File: config.mk
export PLATFORM = sky130hd
export DESIGN_NAME = md5_hash_engine_top_flat
export DESIGN_NICKNAME = d
export VERILOG_FILES = /design/src/sv/md5_pkg.sv /design/src/sv/md5_if.sv /design/src/sv/md5_datapath.sv /design/src/sv/md5_ctrl.sv /design/src/sv/md5_hash_engine_top.sv /design/src/flat_wrapper.sv
export SDC_FILE = /design/constraint.sdc
export NUM_CORES = 2
export LEC_CHECK = 0
export ABC_CLOCK_PERIOD_IN_PS = 11600
export BUFFER_PORTS_ARGS = -buffer_cell sky130_fd_sc_hd__buf_2
export CORE_UTILIZATION = 30
export DETAILED_ROUTE_END_ITERATION = 10
export PLACE_DENSITY = 0.47
export SETUP_SLACK_MARGIN = 0.15
export SLEW_MARGIN = 20
export SYNTH_ARGS = -nofsm -noshare
export SYNTH_HDL_FRONTEND = slang
export SYNTH_SLANG_ARGS = --single-unit
File: constraint.sdc
create_clock -name clk -period 11.6 [get_ports clk]
set_clock_uncertainty 0.2 [all_clocks]
set_input_delay 1.16 -clock clk [delete_from_list [all_inputs] [get_ports clk]]
set_output_delay 1.16 -clock clk [all_outputs]
set_load 0.02 [all_outputs]
File: src/sv/md5_pkg.sv
`default_nettype none

package md5_pkg;

  localparam logic [31:0] IV_A = 32'h67452301;
  localparam logic [31:0] IV_B = 32'hefcdab89;
  localparam logic [31:0] IV_C = 32'h98badcfe;
  localparam logic [31:0] IV_D = 32'h10325476;

  localparam logic [5:0] LAST_ROUND = 6'd63;
  localparam logic [5:0] LAST_POS   = 6'd63;
  localparam logic [5:0] PAD_LIMIT  = 6'd55;
  localparam logic [1:0] WORD_D     = 2'd3;
  localparam logic [7:0] PAD_BYTE   = 8'h80;

  typedef enum logic [2:0] {
    ST_IDLE,
    ST_ROUND,
    ST_ADD,
    ST_PAD,
    ST_PAD2,
    ST_OUT
  } state_t;

  typedef enum logic [1:0] {
    PH_BYTE,
    PH_BYTE_LAST,
    PH_PAD_LONG,
    PH_PAD_END
  } phase_t;

  typedef enum logic [1:0] {
    RG_F,
    RG_G,
    RG_H,
    RG_I
  } round_grp_t;

  typedef struct packed {
    logic       take_byte;
    logic       init_work;
    logic       round_en;
    logic [5:0] rnd;
    logic       add_chain;
    logic       pad_first;
    logic       pad_second;
    logic       finish;
    logic [1:0] widx;
  } cmd_t;

  typedef struct packed {
    logic pos_last;
    logic pad_long;
  } status_t;

  function automatic logic [31:0] sine_k(input logic [5:0] i);
    logic [31:0] k;
    case (i)
      6'd0:  k = 32'hd76aa478;  6'd1:  k = 32'he8c7b756;
      6'd2:  k = 32'h242070db;  6'd3:  k = 32'hc1bdceee;
      6'd4:  k = 32'hf57c0faf;  6'd5:  k = 32'h4787c62a;
      6'd6:  k = 32'ha8304613;  6'd7:  k = 32'hfd469501;
      6'd8:  k = 32'h698098d8;  6'd9:  k = 32'h8b44f7af;
      6'd10: k = 32'hffff5bb1;  6'd11: k = 32'h895cd7be;
      6'd12: k = 32'h6b901122;  6'd13: k = 32'hfd987193;
      6'd14: k = 32'ha679438e;  6'd15: k = 32'h49b40821;
      6'd16: k = 32'hf61e2562;  6'd17: k = 32'hc040b340;
      6'd18: k = 32'h265e5a51;  6'd19: k = 32'he9b6c7aa;
      6'd20: k = 32'hd62f105d;  6'd21: k = 32'h02441453;
      6'd22: k = 32'hd8a1e681;  6'd23: k = 32'he7d3fbc8;
      6'd24: k = 32'h21e1cde6;  6'd25: k = 32'hc33707d6;
      6'd26: k = 32'hf4d50d87;  6'd27: k = 32'h455a14ed;
      6'd28: k = 32'ha9e3e905;  6'd29: k = 32'hfcefa3f8;
      6'd30: k = 32'h676f02d9;  6'd31: k = 32'h8d2a4c8a;
      6'd32: k = 32'hfffa3942;  6'd33: k = 32'h8771f681;
      6'd34: k = 32'h6d9d6122;  6'd35: k = 32'hfde5380c;
      6'd36: k = 32'ha4beea44;  6'd37: k = 32'h4bdecfa9;
      6'd38: k = 32'hf6bb4b60;  6'd39: k = 32'hbebfbc70;
      6'd40: k = 32'h289b7ec6;  6'd41: k = 32'heaa127fa;
      6'd42: k = 32'hd4ef3085;  6'd43: k = 32'h04881d05;
      6'd44: k = 32'hd9d4d039;  6'd45: k = 32'he6db99e5;
      6'd46: k = 32'h1fa27cf8;  6'd47: k = 32'hc4ac5665;
      6'd48: k = 32'hf4292244;  6'd49: k = 32'h432aff97;
      6'd50: k = 32'hab9423a7;  6'd51: k = 32'hfc93a039;
      6'd52: k = 32'h655b59c3;  6'd53: k = 32'h8f0ccc92;
      6'd54: k = 32'hffeff47d;  6'd55: k = 32'h85845dd1;
      6'd56: k = 32'h6fa87e4f;  6'd57: k = 32'hfe2ce6e0;
      6'd58: k = 32'ha3014314;  6'd59: k = 32'h4e0811a1;
      6'd60: k = 32'hf7537e82;  6'd61: k = 32'hbd3af235;
      6'd62: k = 32'h2ad7d2bb;  6'd63: k = 32'heb86d391;
      default: k = 32'h0;
    endcase
    return k;
  endfunction

  function automatic logic [4:0] rot_amt(input logic [3:0] sel);
    logic [4:0] s;
    case (sel)
      4'd0:  s = 5'd7;   4'd1:  s = 5'd12;  4'd2:  s = 5'd17;  4'd3:  s = 5'd22;
      4'd4:  s = 5'd5;   4'd5:  s = 5'd9;   4'd6:  s = 5'd14;  4'd7:  s = 5'd20;
      4'd8:  s = 5'd4;   4'd9:  s = 5'd11;  4'd10: s = 5'd16;  4'd11: s = 5'd23;
      4'd12: s = 5'd6;   4'd13: s = 5'd10;  4'd14: s = 5'd15;  4'd15: s = 5'd21;
      default: s = 5'd0;
    endcase
    return s;
  endfunction

  // Message word used by round i; all index math is modulo 16.
  function automatic logic [3:0] msg_index(input logic [5:0] i);
    logic [3:0] lo;
    logic [3:0] g;
    lo = i[3:0];
    case (round_grp_t'(i[5:4]))
      RG_F:    g = lo;
      RG_G:    g = 4'((lo << 2) + lo + 4'd1);
      RG_H:    g = 4'((lo << 1) + lo + 4'd5);
      RG_I:    g = 4'((lo << 3) - lo);
      default: g = lo;
    endcase
    return g;
  endfunction

endpackage

`default_nettype wire

File: src/sv/md5_if.sv
`default_nettype none

interface md5_in_if;
  logic       valid;
  logic       ready;
  logic [7:0] data_byte;
  logic       has_byte;
  logic       last_byte;

  modport source (output valid, output data_byte, output has_byte, output last_byte,
                  input ready);
  modport sink (input valid, input data_byte, input has_byte, input last_byte,
                output ready);
endinterface

interface md5_out_if;
  logic        valid;
  logic        ready;
  logic [31:0] digest_word;
  logic [1:0]  word_index;
  logic        last_word;

  modport source (output valid, output digest_word, output word_index, output last_word,
                  input ready);
  modport sink (input valid, input digest_word, input word_index, input last_word,
                output ready);
endinterface

`default_nettype wire

File: src/sv/md5_datapath.sv
`default_nettype none

module md5_datapath (
  input  wire                  clk,
  input  wire                  rst_n,
  input  wire  [7:0]           data_byte,
  input  wire md5_pkg::cmd_t   cmd,
  output md5_pkg::status_t     status,
  output logic [31:0]          digest_word
);

  logic [31:0] blk_r [16];
  logic [31:0] blk_nxt [16];
  logic [31:0] chain_r [4];
  logic [31:0] chain_nxt [4];
  logic [63:0] count_r;
  logic [63:0] count_nxt;
  logic [31:0] a_r, b_r, c_r, d_r;
  logic [31:0] a_nxt, b_nxt, c_nxt, d_nxt;

  logic [5:0]  pos;
  logic [63:0] bit_len;
  logic [31:0] f_val;
  logic [31:0] sum_val;
  logic [63:0] rot_wide;
  logic [31:0] rot_val;
  logic [31:0] head_word;

  assign pos     = count_r[5:0];
  assign bit_len = {count_r[60:0], 3'b000};

  assign status.pos_last = (pos == md5_pkg::LAST_POS);
  assign status.pad_long = (pos > md5_pkg::PAD_LIMIT);

  assign digest_word = chain_r[cmd.widx];

  // Word that holds the end-of-message marker: earlier bytes kept, marker, zeros.
  always_comb begin
    case (pos[1:0])
      2'd0:    head_word = {24'h0, md5_pkg::PAD_BYTE};
      2'd1:    head_word = {16'h0, md5_pkg::PAD_BYTE, blk_r[pos[5:2]][7:0]};
      2'd2:    head_word = {8'h0, md5_pkg::PAD_BYTE, blk_r[pos[5:2]][15:0]};
      2'd3:    head_word = {md5_pkg::PAD_BYTE, blk_r[pos[5:2]][23:0]};
      default: head_word = 32'h0;
    endcase
  end

  always_comb begin
    for (int j = 0; j < 16; j++) begin
      blk_nxt[j] = blk_r[j];
    end
    if (cmd.take_byte) begin
      case (pos[1:0])
        2'd0:    blk_nxt[pos[5:2]] = {24'h0, data_byte};
        2'd1:    blk_nxt[pos[5:2]][15:8] = data_byte;
        2'd2:    blk_nxt[pos[5:2]][23:16] = data_byte;
        2'd3:    blk_nxt[pos[5:2]][31:24] = data_byte;
        default: blk_nxt[pos[5:2]] = blk_r[pos[5:2]];
      endcase
    end
    if (cmd.pad_first) begin
      for (int j = 0; j < 16; j++) begin
        if (4'(j) == pos[5:2]) begin
          blk_nxt[j] = head_word;
        end else if (4'(j) > pos[5:2]) begin
          blk_nxt[j] = 32'h0;
        end
      end
      if (!status.pad_long) begin
        blk_nxt[14] = bit_len[31:0];
        blk_nxt[15] = bit_len[63:32];
      end
    end
    if (cmd.pad_second) begin
      for (int j = 0; j < 14; j++) begin
        blk_nxt[j] = 32'h0;
      end
      blk_nxt[14] = bit_len[31:0];
      blk_nxt[15] = bit_len[63:32];
    end
  end

  always_comb begin
    case (md5_pkg::round_grp_t'(cmd.rnd[5:4]))
      md5_pkg::RG_F: f_val = (b_r & c_r) | (~b_r & d_r);
      md5_pkg::RG_G: f_val = (d_r & b_r) | (~d_r & c_r);
      md5_pkg::RG_H: f_val = b_r ^ c_r ^ d_r;
      md5_pkg::RG_I: f_val = c_r ^ (b_r | ~d_r);
      default:       f_val = 32'h0;
    endcase
    sum_val  = a_r + f_val + md5_pkg::sine_k(cmd.rnd) + blk_r[md5_pkg::msg_index(cmd.rnd)];
    rot_wide = {sum_val, sum_val} << md5_pkg::rot_amt({cmd.rnd[5:4], cmd.rnd[1:0]});
    rot_val  = rot_wide[63:32];
  end

  always_comb begin
    a_nxt = a_r;
    b_nxt = b_r;
    c_nxt = c_r;
    d_nxt = d_r;
    if (cmd.init_work) begin
      a_nxt = chain_r[0];
      b_nxt = chain_r[1];
      c_nxt = chain_r[2];
      d_nxt = chain_r[3];
    end else if (cmd.round_en) begin
      a_nxt = d_r;
      b_nxt = b_r + rot_val;
      c_nxt = b_r;
      d_nxt = c_r;
    end
  end

  always_comb begin
    for (int k = 0; k < 4; k++) begin
      chain_nxt[k] = chain_r[k];
    end
    count_nxt = count_r;
    if (cmd.take_byte) begin
      count_nxt = count_r + 64'd1;
    end
    if (cmd.add_chain) begin
      chain_nxt[0] = chain_r[0] + a_r;
      chain_nxt[1] = chain_r[1] + b_r;
      chain_nxt[2] = chain_r[2] + c_r;
      chain_nxt[3] = chain_r[3] + d_r;
    end
    if (cmd.finish) begin
      chain_nxt[0] = md5_pkg::IV_A;
      chain_nxt[1] = md5_pkg::IV_B;
      chain_nxt[2] = md5_pkg::IV_C;
      chain_nxt[3] = md5_pkg::IV_D;
      count_nxt    = 64'd0;
    end
  end

  always_ff @(posedge clk) begin
    if (!rst_n) begin
      chain_r[0] <= md5_pkg::IV_A;
      chain_r[1] <= md5_pkg::IV_B;
      chain_r[2] <= md5_pkg::IV_C;
      chain_r[3] <= md5_pkg::IV_D;
      count_r    <= 64'd0;
    end else begin
      chain_r <= chain_nxt;
      count_r <= count_nxt;
    end
  end

  always_ff @(posedge clk) begin
    blk_r <= blk_nxt;
    a_r   <= a_nxt;
    b_r   <= b_nxt;
    c_r   <= c_nxt;
    d_r   <= d_nxt;
  end

endmodule

`default_nettype wire

File: src/sv/md5_ctrl.sv
`default_nettype none

module md5_ctrl (
  input  wire               clk,
  input  wire               rst_n,
  input  wire               in_valid,
  input  wire               in_has,
  input  wire               in_last,
  output logic              in_ready,
  output logic              out_valid,
  input  wire               out_ready,
  input  wire md5_pkg::status_t status,
  output md5_pkg::cmd_t     cmd
);

  md5_pkg::state_t state_r, state_nxt;
  md5_pkg::phase_t phase_r, phase_nxt;
  logic [5:0]      rnd_r, rnd_nxt;
  logic [1:0]      widx_r, widx_nxt;
  logic            in_acc;
  logic            out_acc;

  assign in_acc  = in_valid && in_ready;
  assign out_acc = out_valid && out_ready;

  always_comb begin
    state_nxt = state_r;
    phase_nxt = phase_r;
    rnd_nxt   = rnd_r;
    widx_nxt  = widx_r;
    case (state_r)
      md5_pkg::ST_IDLE: begin
        rnd_nxt  = 6'd0;
        widx_nxt = 2'd0;
        if (in_acc) begin
          if (in_has && status.pos_last) begin
            state_nxt = md5_pkg::ST_ROUND;
            phase_nxt = in_last ? md5_pkg::PH_BYTE_LAST : md5_pkg::PH_BYTE;
          end else if (in_last) begin
            state_nxt = md5_pkg::ST_PAD;
          end
        end
      end
      md5_pkg::ST_ROUND: begin
        rnd_nxt = rnd_r + 6'd1;
        if (rnd_r == md5_pkg::LAST_ROUND) begin
          state_nxt = md5_pkg::ST_ADD;
        end
      end
      md5_pkg::ST_ADD: begin
        case (phase_r)
          md5_pkg::PH_BYTE:      state_nxt = md5_pkg::ST_IDLE;
          md5_pkg::PH_BYTE_LAST: state_nxt = md5_pkg::ST_PAD;
          md5_pkg::PH_PAD_LONG:  state_nxt = md5_pkg::ST_PAD2;
          md5_pkg::PH_PAD_END:   state_nxt = md5_pkg::ST_OUT;
          default:               state_nxt = md5_pkg::ST_IDLE;
        endcase
      end
      md5_pkg::ST_PAD: begin
        state_nxt = md5_pkg::ST_ROUND;
        phase_nxt = status.pad_long ? md5_pkg::PH_PAD_LONG : md5_pkg::PH_PAD_END;
      end
      md5_pkg::ST_PAD2: begin
        state_nxt = md5_pkg::ST_ROUND;
        phase_nxt = md5_pkg::PH_PAD_END;
      end
      md5_pkg::ST_OUT: begin
        if (out_acc) begin
          widx_nxt = widx_r + 2'd1;
          if (widx_r == md5_pkg::WORD_D) begin
            state_nxt = md5_pkg::ST_IDLE;
          end
        end
      end
      default: state_nxt = md5_pkg::ST_IDLE;
    endcase
  end

  always_comb begin
    in_ready       = (state_r == md5_pkg::ST_IDLE);
    out_valid      = (state_r == md5_pkg::ST_OUT);
    cmd            = '0;
    cmd.rnd        = rnd_r;
    cmd.widx       = widx_r;
    cmd.take_byte  = in_acc && in_has;
    cmd.init_work  = (in_acc && in_has && status.pos_last) ||
                     (state_r == md5_pkg::ST_PAD) || (state_r == md5_pkg::ST_PAD2);
    cmd.round_en   = (state_r == md5_pkg::ST_ROUND);
    cmd.add_chain  = (state_r == md5_pkg::ST_ADD);
    cmd.pad_first  = (state_r == md5_pkg::ST_PAD);
    cmd.pad_second = (state_r == md5_pkg::ST_PAD2);
    cmd.finish     = out_acc && (widx_r == md5_pkg::WORD_D);
  end

  always_ff @(posedge clk) begin
    if (!rst_n) begin
      state_r <= md5_pkg::ST_IDLE;
      phase_r <= md5_pkg::PH_BYTE;
      rnd_r   <= 6'd0;
      widx_r  <= 2'd0;
    end else begin
      state_r <= state_nxt;
      phase_r <= phase_nxt;
      rnd_r   <= rnd_nxt;
      widx_r  <= widx_nxt;
    end
  end

  a_ready_excl: assert property (@(posedge clk) disable iff (!rst_n)
    !(in_ready && out_valid))
    else $error("input and output handshakes active together");

  a_block_start: assert property (@(posedge clk) disable iff (!rst_n)
    (in_acc && in_has && status.pos_last) |=> (state_r == md5_pkg::ST_ROUND) && (rnd_r == 6'd0))
    else $error("full block did not start compression");

  a_round_end: assert property (@(posedge clk) disable iff (!rst_n)
    (state_r == md5_pkg::ST_ROUND && rnd_r == md5_pkg::LAST_ROUND) |=>
    (state_r == md5_pkg::ST_ADD))
    else $error("compression did not end after the last round");

  a_digest_done: assert property (@(posedge clk) disable iff (!rst_n)
    (out_acc && widx_r == md5_pkg::WORD_D) |=> in_ready)
    else $error("engine not ready after the final digest word");

  a_out_from_pad: assert property (@(posedge clk) disable iff (!rst_n)
    $rose(out_valid) |-> ($past(state_r) == md5_pkg::ST_ADD) &&
    ($past(phase_r) == md5_pkg::PH_PAD_END) && (widx_r == 2'd0))
    else $error("digest output started outside the final block");

endmodule

`default_nettype wire

File: src/sv/md5_hash_engine_top.sv
// A byte transaction that does not complete a block leaves the engine idle and ready.
// A byte that completes a 64-byte block holds the input while the
// compression unit runs its 64 rounds, one per cycle, and adds into the chaining words.
// A last transaction adds padding and compression (a second padded block when the
// length spills over), then four digest words.
// Reset is synchronous, active low: initial vector loaded, byte count cleared.
`default_nettype none

module md5_hash_engine_top (
  input  wire        clk,
  input  wire        rst_n,
  md5_in_if.sink     in_ch,
  md5_out_if.source  out_ch
);

  md5_pkg::cmd_t    cmd;
  md5_pkg::status_t status;
  logic [31:0]      digest_word;

  md5_ctrl u_ctrl (
    .clk       (clk),
    .rst_n     (rst_n),
    .in_valid  (in_ch.valid),
    .in_has    (in_ch.has_byte),
    .in_last   (in_ch.last_byte),
    .in_ready  (in_ch.ready),
    .out_valid (out_ch.valid),
    .out_ready (out_ch.ready),
    .status    (status),
    .cmd       (cmd)
  );

  md5_datapath u_datapath (
    .clk         (clk),
    .rst_n       (rst_n),
    .data_byte   (in_ch.data_byte),
    .cmd         (cmd),
    .status      (status),
    .digest_word (digest_word)
  );

  assign out_ch.digest_word = digest_word;
  assign out_ch.word_index  = cmd.widx;
  assign out_ch.last_word   = (cmd.widx == md5_pkg::WORD_D);

endmodule

`default_nettype wire

File: src/flat_wrapper.sv
// flat-port wrapper written by rule: the top's interface ports become plain ports
module md5_hash_engine_top_flat 
  (clk, rst_n, in_ch_valid, in_ch_data_byte, in_ch_has_byte, in_ch_last_byte, in_ch_ready, out_ch_valid, out_ch_digest_word, out_ch_word_index, out_ch_last_word, out_ch_ready);
  md5_in_if in_ch_i ();
  md5_out_if out_ch_i ();
  input  wire clk;
  input  wire rst_n;
  input wire logic [$bits(in_ch_i.valid)-1:0] in_ch_valid;
  input wire logic [$bits(in_ch_i.data_byte)-1:0] in_ch_data_byte;
  input wire logic [$bits(in_ch_i.has_byte)-1:0] in_ch_has_byte;
  input wire logic [$bits(in_ch_i.last_byte)-1:0] in_ch_last_byte;
  output wire logic [$bits(in_ch_i.ready)-1:0] in_ch_ready;
  output wire logic [$bits(out_ch_i.valid)-1:0] out_ch_valid;
  output wire logic [$bits(out_ch_i.digest_word)-1:0] out_ch_digest_word;
  output wire logic [$bits(out_ch_i.word_index)-1:0] out_ch_word_index;
  output wire logic [$bits(out_ch_i.last_word)-1:0] out_ch_last_word;
  input wire logic [$bits(out_ch_i.ready)-1:0] out_ch_ready;
  assign in_ch_i.valid = in_ch_valid;
  assign in_ch_i.data_byte = in_ch_data_byte;
  assign in_ch_i.has_byte = in_ch_has_byte;
  assign in_ch_i.last_byte = in_ch_last_byte;
  assign in_ch_ready = in_ch_i.ready;
  assign out_ch_valid = out_ch_i.valid;
  assign out_ch_digest_word = out_ch_i.digest_word;
  assign out_ch_word_index = out_ch_i.word_index;
  assign out_ch_last_word = out_ch_i.last_word;
  assign out_ch_i.ready = out_ch_ready;
  md5_hash_engine_top u_core (.clk(clk), .rst_n(rst_n), .in_ch(in_ch_i), .out_ch(out_ch_i));
endmodule
### Word level (Yosys, flattened, before mapping)

Memories as Yosys holds them, arrays and structs flattened. A register that Yosys moved wholly into a read port is not among the register bits.
Cells that the tools add are included.
W data, S select, Z words.

* memories kept: 2
* input port bits: 14
* bits in registers: 845
* word-level logic and storage cells: 236
* output and inout port bits: 37
* memory bits (read-only): 2128

* bitwise logic cells: 16
* reduce and logical (&&, ||, !) cells: 23
* order comparisons: 21
* shift operators: 1
* add/subtract/negate cells: 16
* multiplexer cells: 89
* equal/unequal tests: 38

Memory list
* (name not given): depth 64, width 32, read ports 1, clocked after memory_dff 1, write ports 0, RTL line md5_pkg.sv:58 `case (i)`
* (name not given): depth 16, width 5, read ports 1, clocked after memory_dff 1, write ports 0, RTL line md5_pkg.sv:98 `case (sel)`

Operator list (count)
* $bwmux W512: 4
* $pmux W512 S4: 1
* $mux W32: 46
* $mux W512: 2
* $demux W32 S4: 4
* $add A32 B32 Y32: 8
* $bmux W32 S4: 2
* $pmux W32 S4: 2
* $and A32 B32 Y32: 4
* $mux W64: 2
* $or A32 B32 Y32: 3
* $xor A32 B32 Y32: 3
* $mux W24: 3
* $add A64 B1 Y64 const B: 1
* $bmux W32 S2: 1
* $not A32 Y32: 2
* $shl A64 B5 Y64: 1
* $eq A4 B4 Y1 const A: 8
* $gt A4 B4 Y1 const A: 8
* $mux W3: 6
* $eq A3 B4 Y1 const A: 4
* $gt A3 B4 Y1 const A: 4
* $mux W16: 1
* $pmux W4 S4: 1
* 46 further kinds: 83

### Depth between registers and ports, before layout

* depth after elaboration: 13
* depth in mapped cells: 45
* mapped depth without buffers: 43

### Hierarchy

From an unflattened synthesis, not the netlist that was laid out.

* cell total of the unflattened synthesis: 8319
* area, all modules: 66627.7 um^2

By module, submodules not included
* md5_datapath: sequential area each 18197.5 um^2, area an instance 65844.4 um^2, times used 1, cells an instance 8219
* md5_ctrl: sequential area each 260.2 um^2, area an instance 777.0 um^2, times used 1, cells an instance 99
* md5_hash_engine_top: sequential area each 0.0 um^2, area an instance 6.3 um^2, times used 1, cells an instance 1

### Worst setup path after synthesis

OpenSTA, ideal clock, no wires.

* path kind: reg-to-reg
* start point: register u_core.u_ctrl.rnd_r[0]
* end point: register u_core.u_datapath.b_r[24], data pin
* buffers on the path: 4
* arrival time: 9.574 ns
* period minus slack after synthesis: 10.042 ns
* setup slack: 1.558 ns
* setup time: 0.268 ns
* data required time: 11.132 ns
* stages on the path, launching flop included: 42
* cells stage by stage: dfxtp_1 buf_2 inv_1 ha_1 o21ai_0 a221o_1 buf_1 clkbuf_1 mux4_2 mux2i_1 nand2_1 o21ai_0 fa_1 inv_1 ha_1 clkbuf_1 a21oi_1 o21ai_1 [6 not listed] mux4_2 nand2_1 a21oi_1 mux2_2 ha_1 fa_1 a21o_1 a21oi_1 o21bai_1 a221o_1 a311o_1 a211oi_1 o21ai_0 a21oi_1 o21bai_1 a21oi_1 xor2_1 o21ai_0

* word-level cells in the longest chain between the ends: 12
* elaborated cells on any way between the ends: 15
* classes of those cells: 7 x add/sub; 1 x shift; 6 x mux; 1 x bitwise

RTL lines
* from (decl): RTL line md5_ctrl.sv:18 `logic [5:0] rnd_r, rnd_nxt;`
* from (signal assigned): RTL line md5_ctrl.sv:104 `rnd_r <= rnd_nxt;`
* $add A4 B4 Y4 (on tied branches): RTL line md5_pkg.sv:116, md5_pkg.sv:115
* $add A4 B3 Y4 / $add A4 B1 Y4 (equally long branches): RTL line md5_pkg.sv:116, md5_pkg.sv:115
* $pmux W4 S4 (*): RTL line md5_pkg.sv:113 `case (round_grp_t'(i[5:4]))`
* $not A4 Y5 (implied by the code) (*): RTL line md5_datapath.sv:91 `sum_val = a_r + f_val + md5_pkg::sine_k(cmd.rnd) + blk_r[md5_pkg::msg_index(cmd.rnd)];`
* $bmux W32 S4 (*): RTL line md5_datapath.sv:91
* $mux W32 (implied by the code) (*) (2 in series): RTL line md5_datapath.sv:91
* $add A32 B32 Y32 (*): RTL line md5_datapath.sv:91
* $shl A64 B5 Y64 (*): RTL line md5_datapath.sv:92 `rot_wide = {sum_val, sum_val} << md5_pkg::rot_amt({cmd.rnd[5:4], cmd.rnd[1:0]});`
* $add A32 B32 Y32 (*): RTL line md5_datapath.sv:108 `b_nxt = b_r + rot_val;`
* $mux W32 (*): RTL line md5_datapath.sv:106 `end else if (cmd.round_en) begin`
* $mux W32 (*): RTL line md5_datapath.sv:101 `if (cmd.init_work) begin`
* net u_core.u_datapath.b_nxt[24]: RTL line md5_datapath.sv:19 `logic [31:0] a_nxt, b_nxt, c_nxt, d_nxt;`
* to (signal assigned): RTL line md5_datapath.sv:153 `b_r <= b_nxt;`
* to (decl): RTL line md5_datapath.sv:18 `logic [31:0] a_r, b_r, c_r, d_r;`

Mark *: on every way through the listed nets, which the timed path passes. The rest lies on a longest branch. The select of a mux whose other input is x is not followed.
A chain may end at the register's enable or synchronous reset.

### Final worst setup path

* start point: register u_core.u_ctrl.rnd_r[2]
* end point: register u_core.u_datapath.b_r[24], data pin

The elaborated chain is that of the path after synthesis.

==> insert_results.sql <==
INSERT INTO impl_metrics (metric_group, metric, value, unit) VALUES
('outcome', 'status', 'finished, final reports clean', ''),
('worst_setup_path', 'cp_max_fo', '22', ''),
('sta', 'worst_slew_pin_slew', '1270', 'ps'),
('synthesis', 'mappedNetlistNets', '8722', ''),
('worst_hold_path', 'worstHoldStart', 'u_core.u_datapath.blk_r[511]$_SDFF_PP0_', ''),
('placement', 'gp_routability_congestion', '0.955', ''),
('worst_setup_path', 'cp.buffers_inverters', '7', ''),
('pwr', 'static-leakage-power', '29.4', 'nW'),
('route', 'vias_per_cell', '6.05', ''),
('die', 'effective_utilization_at_floorplan', '30.2', '%'),
('die', 'chipHeight', '473', 'µm'),
('synthesis', 'syn-cell-area', '66600', 'µm²'),
('sta', 'final_min_period_over_clock_period', '93.3', '%'),
('worst_setup_path', 'criticalPathCategory', 'reg -> reg', ''),
('sta', 'max_slew_margin', '15.3', '%'),
('worst_hold_path', 'holdCritPathClass', 'reg -> reg', ''),
('route', 'via_count', '67300', ''),
('cells_and_area', 'post_route_cells_drive_above_1_share', '11.1', '%'),
('route', 'drt_pass1_iterations', '8', ''),
('clock_tree', 'cts_buffers', '115', ''),
('synthesis', 'postSynthCellCount', '8390', ''),
('sta', 'final.hold.worst_slack', '291', 'ps'),
('clock_tree', 'tritoncts', 'done', ''),
('clock_tree', 'cts.root.buffer_cell', 'clkbuf_16', ''),
('worst_setup_path', 'reg2regPathDepth', '40', ''),
('pwr', 'power.switching', '7.92', 'mW'),
('placement', 'placedInstanceArea', '69800', 'µm²'),
('global_route', 'global_route_usage_sum', '26.5', '%'),
('synthesis', 'yosysWarningCount', '0', ''),
('clock_tree', 'clk_pin_slew_worst_setup_hold_paths', '60', 'ps'),
('die', 'io-pin-count', '51', ''),
('pwr', 'power_report.internal_total', '10.1', 'mW'),
('worst_setup_path', 'crit-reg2reg-capture', 'u_core.u_datapath.b_r[24]$_DFFE_PP_', ''),
('worst_hold_path', 'worstHoldPathCells', '2', ''),
('route', 'final_antenna_net_count', '0', ''),
('global_route', 'first_global_vias', '62000', ''),
('clock_tree', 'cts.sink_count', '879', ''),
('sta', 'setup_viol_count_final', '0', ''),
('worst_hold_path', 'hold_end', 'u_core.u_datapath.blk_r[511]$_SDFF_PP0_', ''),
('pwr', 'peakVddDrop', '0.228', 'mV'),
('pwr', 'power', '18.0', 'mW'),
('synthesis', 'yosys_register_bits', '879', ''),
('global_route', 'globalRouteOverflowTotal', '0', ''),
('pwr', 'p_seq_share', '24.0', '%'),
('sta', 'achievable-frequency', '92.4', 'MHz'),
('pwr', 'switching_fraction_of_total_power', '44.0', '%'),
('placement', 'pre_cts_slack', '323', 'ps'),
('cells_and_area', 'final_cell_area', '73900', 'µm²'),
('synthesis', 'yosys.cell_types.count', '92', ''),
('pwr', 'power_frac_clock', '21.6', '%'),
('pwr', 'pwr-share-comb', '54.4', '%'),
('die', 'floorplan.die.width', '473', 'µm'),
('sta', 'layout_setup_ws', '776', 'ps'),
('route', 'drt-total-wl', '309000', 'µm'),
('worst_setup_path', 'critPathMostFrequentCell', 'a21oi_1', ''),
('route', 'routedWlPerCell', '27.8', 'µm'),
('global_route', 'largest_net_degree_at_the_start_of_global_routing', '113', ''),
('die', 'dieArea', '224000', 'µm²'),
('worst_setup_path', 'reg2reg_setup_slack', '780', 'ps'),
('sta', 'fin_setup_tns', '0', 'ps'),
('clock_tree', 'clk-insertion-delay-late', '810', 'ps'),
('cells_and_area', 'layout_filler_cell_count', '22800', ''),
('die', 'placeableCoreArea', '220000', 'µm²'),
('worst_setup_path', 'critPathMaxStageDelay', '630', 'ps'),
('cells_and_area', 'layout_commonest_cell', 'nand2_1', ''),
('sta', 'setup_repair_after_global_routing_missed_its_margin', 'false', ''),
('worst_setup_path', 'critical-path-slowest-cell', 'mux4_4', ''),
('placement', 'post-dp-hpwl', '208000', 'µm'),
('worst_setup_path', 'crit_path_end_kind', 'register', ''),
('synthesis', 'synth_top_flop_cell', 'dfxtp_1', ''),
('route', 'drt_iter0_drc', '8784', '');
==> repair_timing <==
action                                  CTS  global route
endpoints found under the setup margin    0             8
hold endpoints to repair                  0             0
hold buffers                              0             0
setup buffers                             0             3
resized for setup                         0            11
==> cell usage after synthesis (29+ instances only) <==
master	number	area, µm²
a21o_1	84	631
a21oi_1	602	3010
buf_1	97	364
nor2_1	860	3230
mux2_2	54	608
nor2b_1	47	294
or3_1	35	219
dfxtp_1	719	14400
o2111ai_1	34	298
edfxtp_1	160	4800
nand3_1	120	601
ha_1	250	3130
clkbuf_1	599	2250
mux2i_1	97	971
nor3_1	61	305
nand2b_1	84	526
mux4_2	284	6400
o21bai_1	32	240
nand2_1	1592	5980
inv_1	223	837
a31oi_1	36	225
o21ai_0	653	3270
o211ai_1	77	578
a22oi_1	482	3620
a211oi_1	44	330
xor2_1	86	753
and3_1	29	181
o221ai_1	46	403
a221o_1	32	320
nand4_1	33	206
fa_1	68	1360
a22o_1	183	1600
xnor2_1	164	1440
o22ai_1	104	651
==> power groups by stage <==
stage	clock network, mW	logic (mW)	registers (mW)
after CTS	3.93	9.74	4.30
after floorplan	0	7.31	4.10
after global routing	4.04	10.9	4.36
after detailed placement	0	9.68	4.37
after global placement	0	9.57	4.35
final	3.88	9.79	4.33
==> per-layer routing <==
| metal | share of wire [%] | GRT usage (%) | routed length (µm) | vias to the layer above |
|---|---|---|---|---|
| li1 | - | - | - | 29700 |
| met1 | 43 | 36.2 | 132000 | 33400 |
| met2 | 44 | 40.9 | 136000 | 3494 |
| met3 | 8.6 | 4.47 | 26500 | 666 |
| met4 | 4.8 | 11.3 | 14800 | 2 |
| met5 | 0.0042 | 0 | 13 | - |
==> flip-flops by register name (all words and copies together), names as in the netlist, named ones only <==
name	cells
u_core.u_datapath.blk_r	512
u_core.u_datapath.chain_r	128
u_core.u_datapath.count_r	61
u_core.u_datapath.a_r	32
u_core.u_datapath.b_r	32
u_core.u_datapath.c_r	32
u_core.u_datapath.d_r	32
u_core.u_ctrl.rnd_r	6
u_core.u_ctrl.state_r	3
u_core.u_ctrl.phase_r	2
u_core.u_ctrl.widx_r	2
==> metrics by stage <==
step	std cells	utilization, %
after floorplan	8390	-
after global placement	10900	31.7
after detailed placement	10900	31.7
after CTS	11100	33.5
after global routing	11100	33.6
final	11100	33.6
==> how the worst max path moves through the flow <==
stage	startpoint	end	slack [ps]	cells after the start
finish	u_core.u_ctrl.rnd_r[2]$_SDFFE_PN0N_	u_core.u_datapath.b_r[24]$_DFFE_PP_	780	40
floorplan	u_core.u_ctrl.rnd_r[0]$_SDFFE_PN0N_	u_core.u_datapath.b_r[24]$_DFFE_PP_	1560	41
global route	u_core.u_ctrl.rnd_r[1]$_SDFFE_PN0N_	u_core.u_datapath.b_r[24]$_DFFE_PP_	190	39
CTS	u_core.u_ctrl.rnd_r[0]$_SDFFE_PN0N_	u_core.u_datapath.b_r[24]$_DFFE_PP_	310	39
global placement	u_core.u_ctrl.rnd_r[2]$_SDFFE_PN0N_	u_core.u_datapath.b_r[24]$_DFFE_PP_	320	39
detailed placement	u_core.u_ctrl.rnd_r[0]$_SDFFE_PN0N_	u_core.u_datapath.b_r[24]$_DFFE_PP_	320	39
==> cells by family (layout without fill, tap and decap cells) <==
| kind of cell | after synthesis | count (layout) | share of synthesized area (%) |
|---|---|---|---|
| xor+xnor | 253 | 253 | 3.38 |
| flops | 879 | 879 | 28.8 |
| compound gates | 2611 | 2611 | 25.4 |
| other cells | 0 | 7 | 0 |
| mux | 436 | 437 | 12.0 |
| buf+inv | 943 | 702 | 5.36 |
| simple gates | 2949 | 2949 | 18.3 |
| fa+ha+maj | 319 | 319 | 6.76 |
==> worst reg2reg max path: cells and delay by family (launching register included) <==
| family | cells | cell delay [ps] |
|---|---|---|
| multiplexers | 4 | 1820 |
| buffers and inverters | 7 | 1170 |
| adder cells (fa/ha/maj) | 6 | 2270 |
| AO/OA/AOI/OAI | 19 | 4090 |
| XOR/XNOR | 2 | 360 |
| flip-flops | 1 | 490 |
| AND/OR/NAND/NOR | 2 | 180 |
==> layout make-up <==
class / instances / area (µm²) / area share (%)
inverters: 234 / 878 / 1.19
flip-flops and latches: 879 / 19200 / 26.0
repair buffers: 251 / 1850 / 2.50
diodes: 7 / 17.5 / 0.0237
clock buffers: 179 / 3620 / 4.90
clock inverters: 38 / 450 / 0.609
well taps: 2958 / 3700 / 5.01
multi-input cells: 6569 / 44200 / 59.8
Note: power is estimated with default switching activity, not from simulation.
